<file path="config.mk">
export PLATFORM = sky130hd
export DESIGN_NAME = glce_ctrl
export DESIGN_NICKNAME = d
export VERILOG_FILES = /design/src/rtl/glce_pkg.sv /design/src/rtl/glce_ctrl.sv
export SDC_FILE = /design/constraint.sdc
export NUM_CORES = 1
export LEC_CHECK = 0
export BUFFER_PORTS_ARGS = -buffer_cell sky130_fd_sc_hd__buf_2
export CAP_MARGIN = 20
export CELL_PAD_IN_SITES_DETAIL_PLACEMENT = 0
export CELL_PAD_IN_SITES_GLOBAL_PLACEMENT = 1
export CORE_AREA = 4 4 44 46
export DETAILED_ROUTE_END_ITERATION = 8
export DIE_AREA = 0 0 48 50
export PLACE_DENSITY_LB_ADDON = 0.1
export SETUP_SLACK_MARGIN = 0.15
export SLEW_MARGIN = 30
export SYNTH_ARGS = -nofsm -noshare
export SYNTH_HDL_FRONTEND = slang
export SYNTH_SLANG_ARGS = --single-unit
</file>
<file path="constraint.sdc">
create_clock -name clk -period 1.8 [get_ports clk]
set_input_delay 0 -clock clk [delete_from_list [all_inputs] [get_ports clk]]
set_output_delay 0 -clock clk [all_outputs]
set_load 0.02 [all_outputs]
</file>
<file path="src/rtl/glce_pkg.sv">
// Shared types and constants for the grid Laplacian and curl engine.
// No dependencies; imported by the controller, datapath and top level.
`timescale 1ns / 1ps
package glce_pkg;

	localparam int PT_W      = 6;
	localparam int PT_EXT_W  = 9;
	localparam int VAL_W     = 32;
	localparam int COEF_W    = 32;
	localparam int HALF_W    = 16;
	localparam int NUM_COMP  = 4;
	localparam int NUM_AXIS  = 3;
	localparam int NUM_OUT   = 10;
	localparam int WORD_W    = NUM_COMP * VAL_W;
	localparam int CFG_IDX_W = 3;

	localparam int NUM_SLOT  = 7;
	localparam int SLOT_W    = 3;
	localparam int NUM_STEP  = 14;
	localparam int STEP_W    = 4;
	localparam int PIPE_LAT  = 2;

	localparam logic CMD_WRITE = 1'b0;
	localparam logic CMD_EVAL  = 1'b1;

	localparam logic [CFG_IDX_W-1:0] CFG_SQ_X = 3'd0;
	localparam logic [CFG_IDX_W-1:0] CFG_SQ_Y = 3'd1;
	localparam logic [CFG_IDX_W-1:0] CFG_SQ_Z = 3'd2;
	localparam logic [CFG_IDX_W-1:0] CFG_TW_X = 3'd3;
	localparam logic [CFG_IDX_W-1:0] CFG_TW_Y = 3'd4;
	localparam logic [CFG_IDX_W-1:0] CFG_TW_Z = 3'd5;

	localparam logic [COEF_W-1:0] SQ_RST = 32'h0400_0000;
	localparam logic [COEF_W-1:0] TW_RST = 32'h0010_0000;

	typedef struct packed {
		logic              wr;
		logic              cap;
		logic              rd_en;
		logic [SLOT_W-1:0] rd_slot;
		logic              clr;
		logic              mul;
		logic [STEP_W-1:0] step;
		logic              fin;
	} glce_ctl_t;

endpackage

</file>
<file path="src/rtl/glce_ctrl.sv">
// Controller: strobes grid writes; sequences grid reads, multiply steps
// and result output. Depends on glce_pkg.
`timescale 1ns / 1ps
module glce_ctrl import glce_pkg::*; (
	input  logic      clk,
	input  logic      arst_n,
	input  logic      start,
	input  logic      cmd,
	output logic      busy,
	output glce_ctl_t ctl
);

	localparam logic [2:0] ST_IDLE  = 3'd0;
	localparam logic [2:0] ST_READ  = 3'd1;
	localparam logic [2:0] ST_MUL   = 3'd2;
	localparam logic [2:0] ST_DRAIN = 3'd3;
	localparam logic [2:0] ST_FIN   = 3'd4;

	localparam logic [STEP_W-1:0] RD_LAST    = STEP_W'(NUM_SLOT);
	localparam logic [STEP_W-1:0] MUL_LAST   = STEP_W'(NUM_STEP - 1);
	localparam logic [STEP_W-1:0] DRAIN_LAST = STEP_W'(PIPE_LAT - 1);

	logic [2:0]        state_q;
	logic [STEP_W-1:0] cnt_q;
	logic              acc;

	assign acc  = start && (state_q == ST_IDLE);
	assign busy = (state_q != ST_IDLE);

	always_comb begin
		ctl         = '0;
		ctl.wr      = acc && (cmd == CMD_WRITE);
		ctl.cap     = acc && (cmd == CMD_EVAL);
		ctl.rd_en   = (state_q == ST_READ) && (cnt_q < RD_LAST);
		ctl.rd_slot = cnt_q[SLOT_W-1:0];
		ctl.clr     = (state_q == ST_READ) && (cnt_q == RD_LAST);
		ctl.mul     = (state_q == ST_MUL);
		ctl.step    = cnt_q;
		ctl.fin     = (state_q == ST_FIN);
	end

	always_ff @(posedge clk or negedge arst_n) begin
		if (!arst_n) begin
			state_q <= ST_IDLE;
			cnt_q   <= '0;
		end else begin
			case (state_q)
				ST_IDLE: begin
					cnt_q <= '0;
					if (ctl.cap) begin
						state_q <= ST_READ;
					end
				end
				ST_READ: begin
					if (cnt_q == RD_LAST) begin
						cnt_q   <= '0;
						state_q <= ST_MUL;
					end else begin
						cnt_q <= cnt_q + 1'b1;
					end
				end
				ST_MUL: begin
					if (cnt_q == MUL_LAST) begin
						cnt_q   <= '0;
						state_q <= ST_DRAIN;
					end else begin
						cnt_q <= cnt_q + 1'b1;
					end
				end
				ST_DRAIN: begin
					if (cnt_q == DRAIN_LAST) begin
						cnt_q   <= '0;
						state_q <= ST_FIN;
					end else begin
						cnt_q <= cnt_q + 1'b1;
					end
				end
				ST_FIN: begin
					state_q <= ST_IDLE;
				end
				default: begin
					state_q <= ST_IDLE;
					cnt_q   <= '0;
				end
			endcase
		end
	end

endmodule

</file>
# Yosys cells after proc, flatten, opt, wreduce, memory -nomap -nowiden
# Cells that the tools add are included.
[classes]
mux = 9
magnitude_cmp = 1
addsub = 1
eq_ne = 11
n_reduce_logical = 8
n_bitwise = 1
[op_table]
columns = ["cell", "n"]
rows = [
  ["one-hot mux 4 bit (4 select lines)", 1],
  ["two-way mux 3 bit", 4],
  ["two-way mux 4 bit", 3],
  ["one-hot mux 3 bit (4 select lines)", 1],
  ["== test 3 x 2 -> 1 bit (second input constant)", 2],
  ["logical AND 1 bit", 5],
  ["adder 4 x 1 -> 4 bit (second input constant)", 1],
  ["== test 4 x 1 -> 1 bit (second input constant)", 1],
  ["== test 4 x 3 -> 1 bit (second input constant)", 1],
  ["== test 4 bit (second input constant)", 1],
  ["less-than comparator 4 x 3 -> 1 bit (second input constant)", 1],
  ["!= test 2 x 1 -> 1 bit (second input constant)", 2],
  ["!= test 2 bit (second input constant)", 2],
  ["AND reduction 4 bit", 1],
  ["== test 3 x 1 -> 1 bit (second input constant)", 1],
  ["== test 3 bit (second input constant)", 1],
  ["zero test 3 bit", 1],
  ["nonzero test 3 bit", 1],
  ["NOT 1 bit", 1],
]
[word_totals]
wordCells = 33
reg_bits = 7
out_inout_bits = 14

# Longest topological paths before layout
[depth]
word_depth = 5
depth_mapped = 6

# Worst setup path after synthesis
# No wires, ideal clock.
[synth_path]
path_kind = "register to register"
start = "register cnt_q[1]"
end = "register state_q[0]"
t_required_ns = 1.689
setup_time_ns = 0.111
stages_incl_launch_ff = 6
path_buffers = 0
setup_slack_ns = 0.133
arrival_time_ns = 1.555
cell_sequence = "dfrtp_1 > inv_1 > ha_1 > and4bb_1 > o32a_4 > a222oi_1"
[synth_between]
elab_chain_cells = 3
elab_cells_between_ends = 7
[synth_rtl]
columns = ["element", "line_no", "text"]
rows = [
  ["start, declared", "glce_ctrl.sv:24", "logic [STEP_W-1:0] cnt_q;"],
  ["start signal, assigned", "glce_ctrl.sv:59", "cnt_q <= cnt_q + 1'b1;"],
  ["start signal, assigned", "glce_ctrl.sv:67", "cnt_q <= cnt_q + 1'b1;"],
  ["start signal, assigned", "glce_ctrl.sv:75", "cnt_q <= cnt_q + 1'b1;"],
  ["== test 4 x 1 -> 1 bit, or another cell as far along", "glce_ctrl.sv:71", "if (cnt_q == DRAIN_LAST) begin"],
  ["!= test 2 bit (no source line) / != test 2 x 1 -> 1 bit (equally long branches)", "--", ""],
  ["AND reduction 4 bit (no source line) (*)", "--", ""],
  ["end signal, assigned", "glce_ctrl.sv:73", "state_q <= ST_FIN;"],
  ["end signal, assigned", "glce_ctrl.sv:79", "state_q <= ST_IDLE;"],
  ["end signal, assigned", "glce_ctrl.sv:82", "state_q <= ST_IDLE;"],
  ["end, declared", "glce_ctrl.sv:23", "logic [2:0] state_q;"],
]
# Every way passes the cells marked *; elsewhere a longest branch is shown, timed or not.
# A chain may end at the register's enable or synchronous reset.

# Worst setup path in the final report
[layout_path]
start = "register cnt_q[0]"
end = "register state_q[0]"
# Same word-level chain as after synthesis.

==> summary.md <==
| Metric | Value |
|---|---|
| RSZ-0062 raised after global routing | `false` |
| Total track usage | `roughly a tenth` |
| Num Clock Sinks | `7` |
| Initial Util | `between 30% and 40%` |
| Die area | `about 2400 um^2` |
| Max-slew violations | `0` |
| Hpwl dp | `~890 um` |
| Cells along the critical path | `ha_1 > and4bb_1 > o32a_4 > a222oi_1` |
| Clock Skews | `0.00761 ns` |
| Synth unique cells | `30` |
| Initial drt markers | `2` |
| Lkg Pwr | `0.338 nW` |
| Wire per inst | `between 10 and 15 um` |
| Count of input and output buffers | `17` |
| Hold Violations, Final | `0` |
| Main synth FF type | `dfrtp_1` |
| Top cell type's share of synthesized area | `34.8%` |
| Status | `completed` |
| Final GP Congestion | `0.716` |
| Most instantiated cells after synthesis | `dfrtp_1, nor2_1, buf_4, inv_1, nand2_1` |
| Mean number of vias per cell | `between 4 and 5` |
| Number of synthesized register bits | `7` |
| CP arrival | `1.74 ns` |
| Avg Cell Area, Syn | `about 9.3 um^2` |
| Seq/Total Area, Yosys | `34.8%` |
| Mapped Area | `around 500 um^2` |
| Fmax achieved | `around 0.63 GHz` |
| Critical path required time | `just under 2 ns` |
| MaxCap Viol Count | `0` |
| CTS Buf Count | `3` |
| Max transition margin | `a little under three quarters` |
| Later-pin clock latency in the skew report | `roughly 0.26 ns` |
| Clk slew on worst S/H paths | `~0.060 ns` |
| Post-Synth Adder-Cell Area | `under 10%` |
| Largest stage delay, worst path | `0.43 ns` |
| Fin nets | `between 80 and 90` |
| I/O pins | `18` |
| Hold Crit Class | `in -> reg` |
| Synth Area in Simple Gates | `between 30% and 40%` |
| CTS tree | `built` |
| Area grow syn2layout | `30.6%` |
| Compound-Gate Fraction of Synth Area | `15.9%` |
| Area leader, netlist | `dfrtp_1` |
| Vias in the first global route | `around 410` |
| Slowest CP cell | `dfrtp_2` |
| Crit Path Category | `reg -> reg` |
| Length of the first detailed-routing pass in iterations | `4` |
| Synth Area in XOR/XNOR | `3.48%` |
| Crit path buffers/inverters | `0` |
| Number of synthesized flops with an enable pin | `0` |
| Total negative slack | `0 ns` |
| Largest net degree at the start of global routing | `10` |
| Async set or reset register ratio after synthesis | `100%` |
| ANT cells | `0` |
| CP Capture Type | `register` |
| Worst Tran Pin Value | `0.426 ns` |
| CP delay by family, top | `compound AO/OA/AOI/OAI gates` |
| Final ANT Viol Nets | `0` |
| Net Count, Synth | `60` |
| H-tree lvl count | `1` |
| Mapped Cells | `54` |
| Final worst setup slack | `between 0.2 and 0.25 ns` |
| # rows | `14` |
| Largest family of logic cells by synthesized area | `simple AND/OR/NAND/NOR gates` |
| Clock root buffer | `clkbuf_4` |
| CP startpoint kind | `register` |
| PwrDens | `about 1800 nW/um^2` |
| Remaining routing DRC violations | `0` |
| Fin crit share | `roughly 89%` |
| CP max FO | `5` |
| Post-synthesis mux area share | `0%` |
| Number of fill cells in the layout | `~160` |
| Initial antenna violation count | `0` |
| Final period demand of the worst path | `1.60 ns` |
| Clock buffer depth | `2` |
| Most numerous cell in the Yosys netlist | `dfrtp_1` |
| Core area | `roughly 1500 um^2` |
| Share of post-route cells with drive strength above 1 | `44.7%` |
| Top cells by area, synth | `dfrtp_1, buf_4, ha_1` |
| Maximum VDD drop | `between 0.7 and 0.8 mV` |
| Routed WL | `roughly 1100 um` |
| Die H | `~50 um` |
| Global-route wire length before repair | `~1800 um` |
| Ys Warns | `0` |
| Die W | `about 48 um` |
| Vias | `457` |
| Final setup viols | `0` |
| Pre-CTS setup slack | `between 0.15 and 0.2 ns` |
| GRT Residual Overflow | `0` |
-- through the flow --
| step | instances | cell area [um^2] | utilization (%) | total power [W] | hold slack [ns] |
|---|---|---|---|---|---|
| 2_1_floorplan | 54 | 504 | - | 0.000830 | -0.296 |
| 4_1_cts | 89 | 626 | 41.5 | 0.00111 | 0.0358 |
| 6_report | 92 | 657 | 43.6 | 0.00116 | 0.0380 |
| 3_5_place_dp | 84 | 589 | 39.1 | 0.000952 | -0.149 |
| 3_3_place_gp | 84 | 589 | 39.1 | 0.000958 | -0.147 |
| 5_1_grt | 92 | 657 | 43.6 | 0.00125 | 0.0428 |
-- state kept, by name (all words and copies together), names as in the netlist --
signal   flops
state_q      3
cnt_q        4
-- where the power goes --
| part | internal, W | total [W] | leakage [nW] | switching (W) |
|---|---|---|---|---|
| logic | 0.000320 | 0.000673 | 0.240 | 0.000353 |
| registers | 0.000229 | 0.000335 | 0.0825 | 0.000106 |
| clock network | 0.0000850 | 0.000148 | 0.0150 | 0.0000632 |
| total | 0.000634 | 0.00116 | 0.338 | 0.000523 |
-- logic make-up (layout without fill, tap and decap cells) --
family          Yosys count  count (layout)
buf+inv                   9              31
flops                     7               7
xor+xnor                  2               2
simple gates             25              25
fa+ha+maj                 2               2
compound gates            9               9
-- cell usage in the layout, fill, tap and decap left out, types with 2 or more instances in the layout --
cell	netlist	final
buf_2	1	17
nor2_1	6	6
buf_4	4	5
inv_1	4	4
nand2_1	4	4
dfrtp_1	7	4
clkbuf_4	0	3
dfrtp_2	0	3
nor3b_1	2	2
nand3_1	2	2
xnor2_1	2	2
ha_1	2	2
-- layout make-up --
type                    count  area (um^2)  share of cell area, %
flip-flops and latches      7          179                   27.2
multi-input cells          38          284                   43.2
clock buffers               4         26.3                   4.00
well taps                  16         20.0                   3.05
inverters                   4         15.0                   2.29
repair buffers             23          133                   20.2
-- layer usage --
layer | global-route usage (%) | wire [um] | vias to the layer above
met2 | 14.5 | 522 | 14
met3 | 5.45 | 81 | 0
met5 | 0 | 0 | -
met1 | 14.2 | 522 | 211
met4 | 1.35 | 0 | 0
li1 | - | - | 232
-- worst paths after layout --
path	startpoint	to	slack [ns]	depth (start not counted)
min	start	state_q[0]	0.04	3
max reg2reg	cnt_q[0]	state_q[0]	0.20	4
max in group asynchronous	arst_n	cnt_q[1]	1.51	2
min in group asynchronous	arst_n	cnt_q[2]	0.10	2
min reg2reg	cnt_q[1]	cnt_q[1]	0.54	2
max	cnt_q[0]	state_q[0]	0.20	4
-- worst min-delay path: cells and delay by family --
| kind | cells | cell delay [ns] |
|---|---|---|
| buf+inv | 1 | 0.11 |
| compound gates | 1 | 0.08 |
| simple gates | 1 | 0.06 |
-- repair_timing --
action | CTS | global route
endpoints found under the setup margin | 0 | 4
resized for setup | 0 | 3
endpoints found under the hold margin | 7 | 0
hold buffers | 1 | 0
buffers inserted | 0 | 3
(Power assumes the default switching activity.)
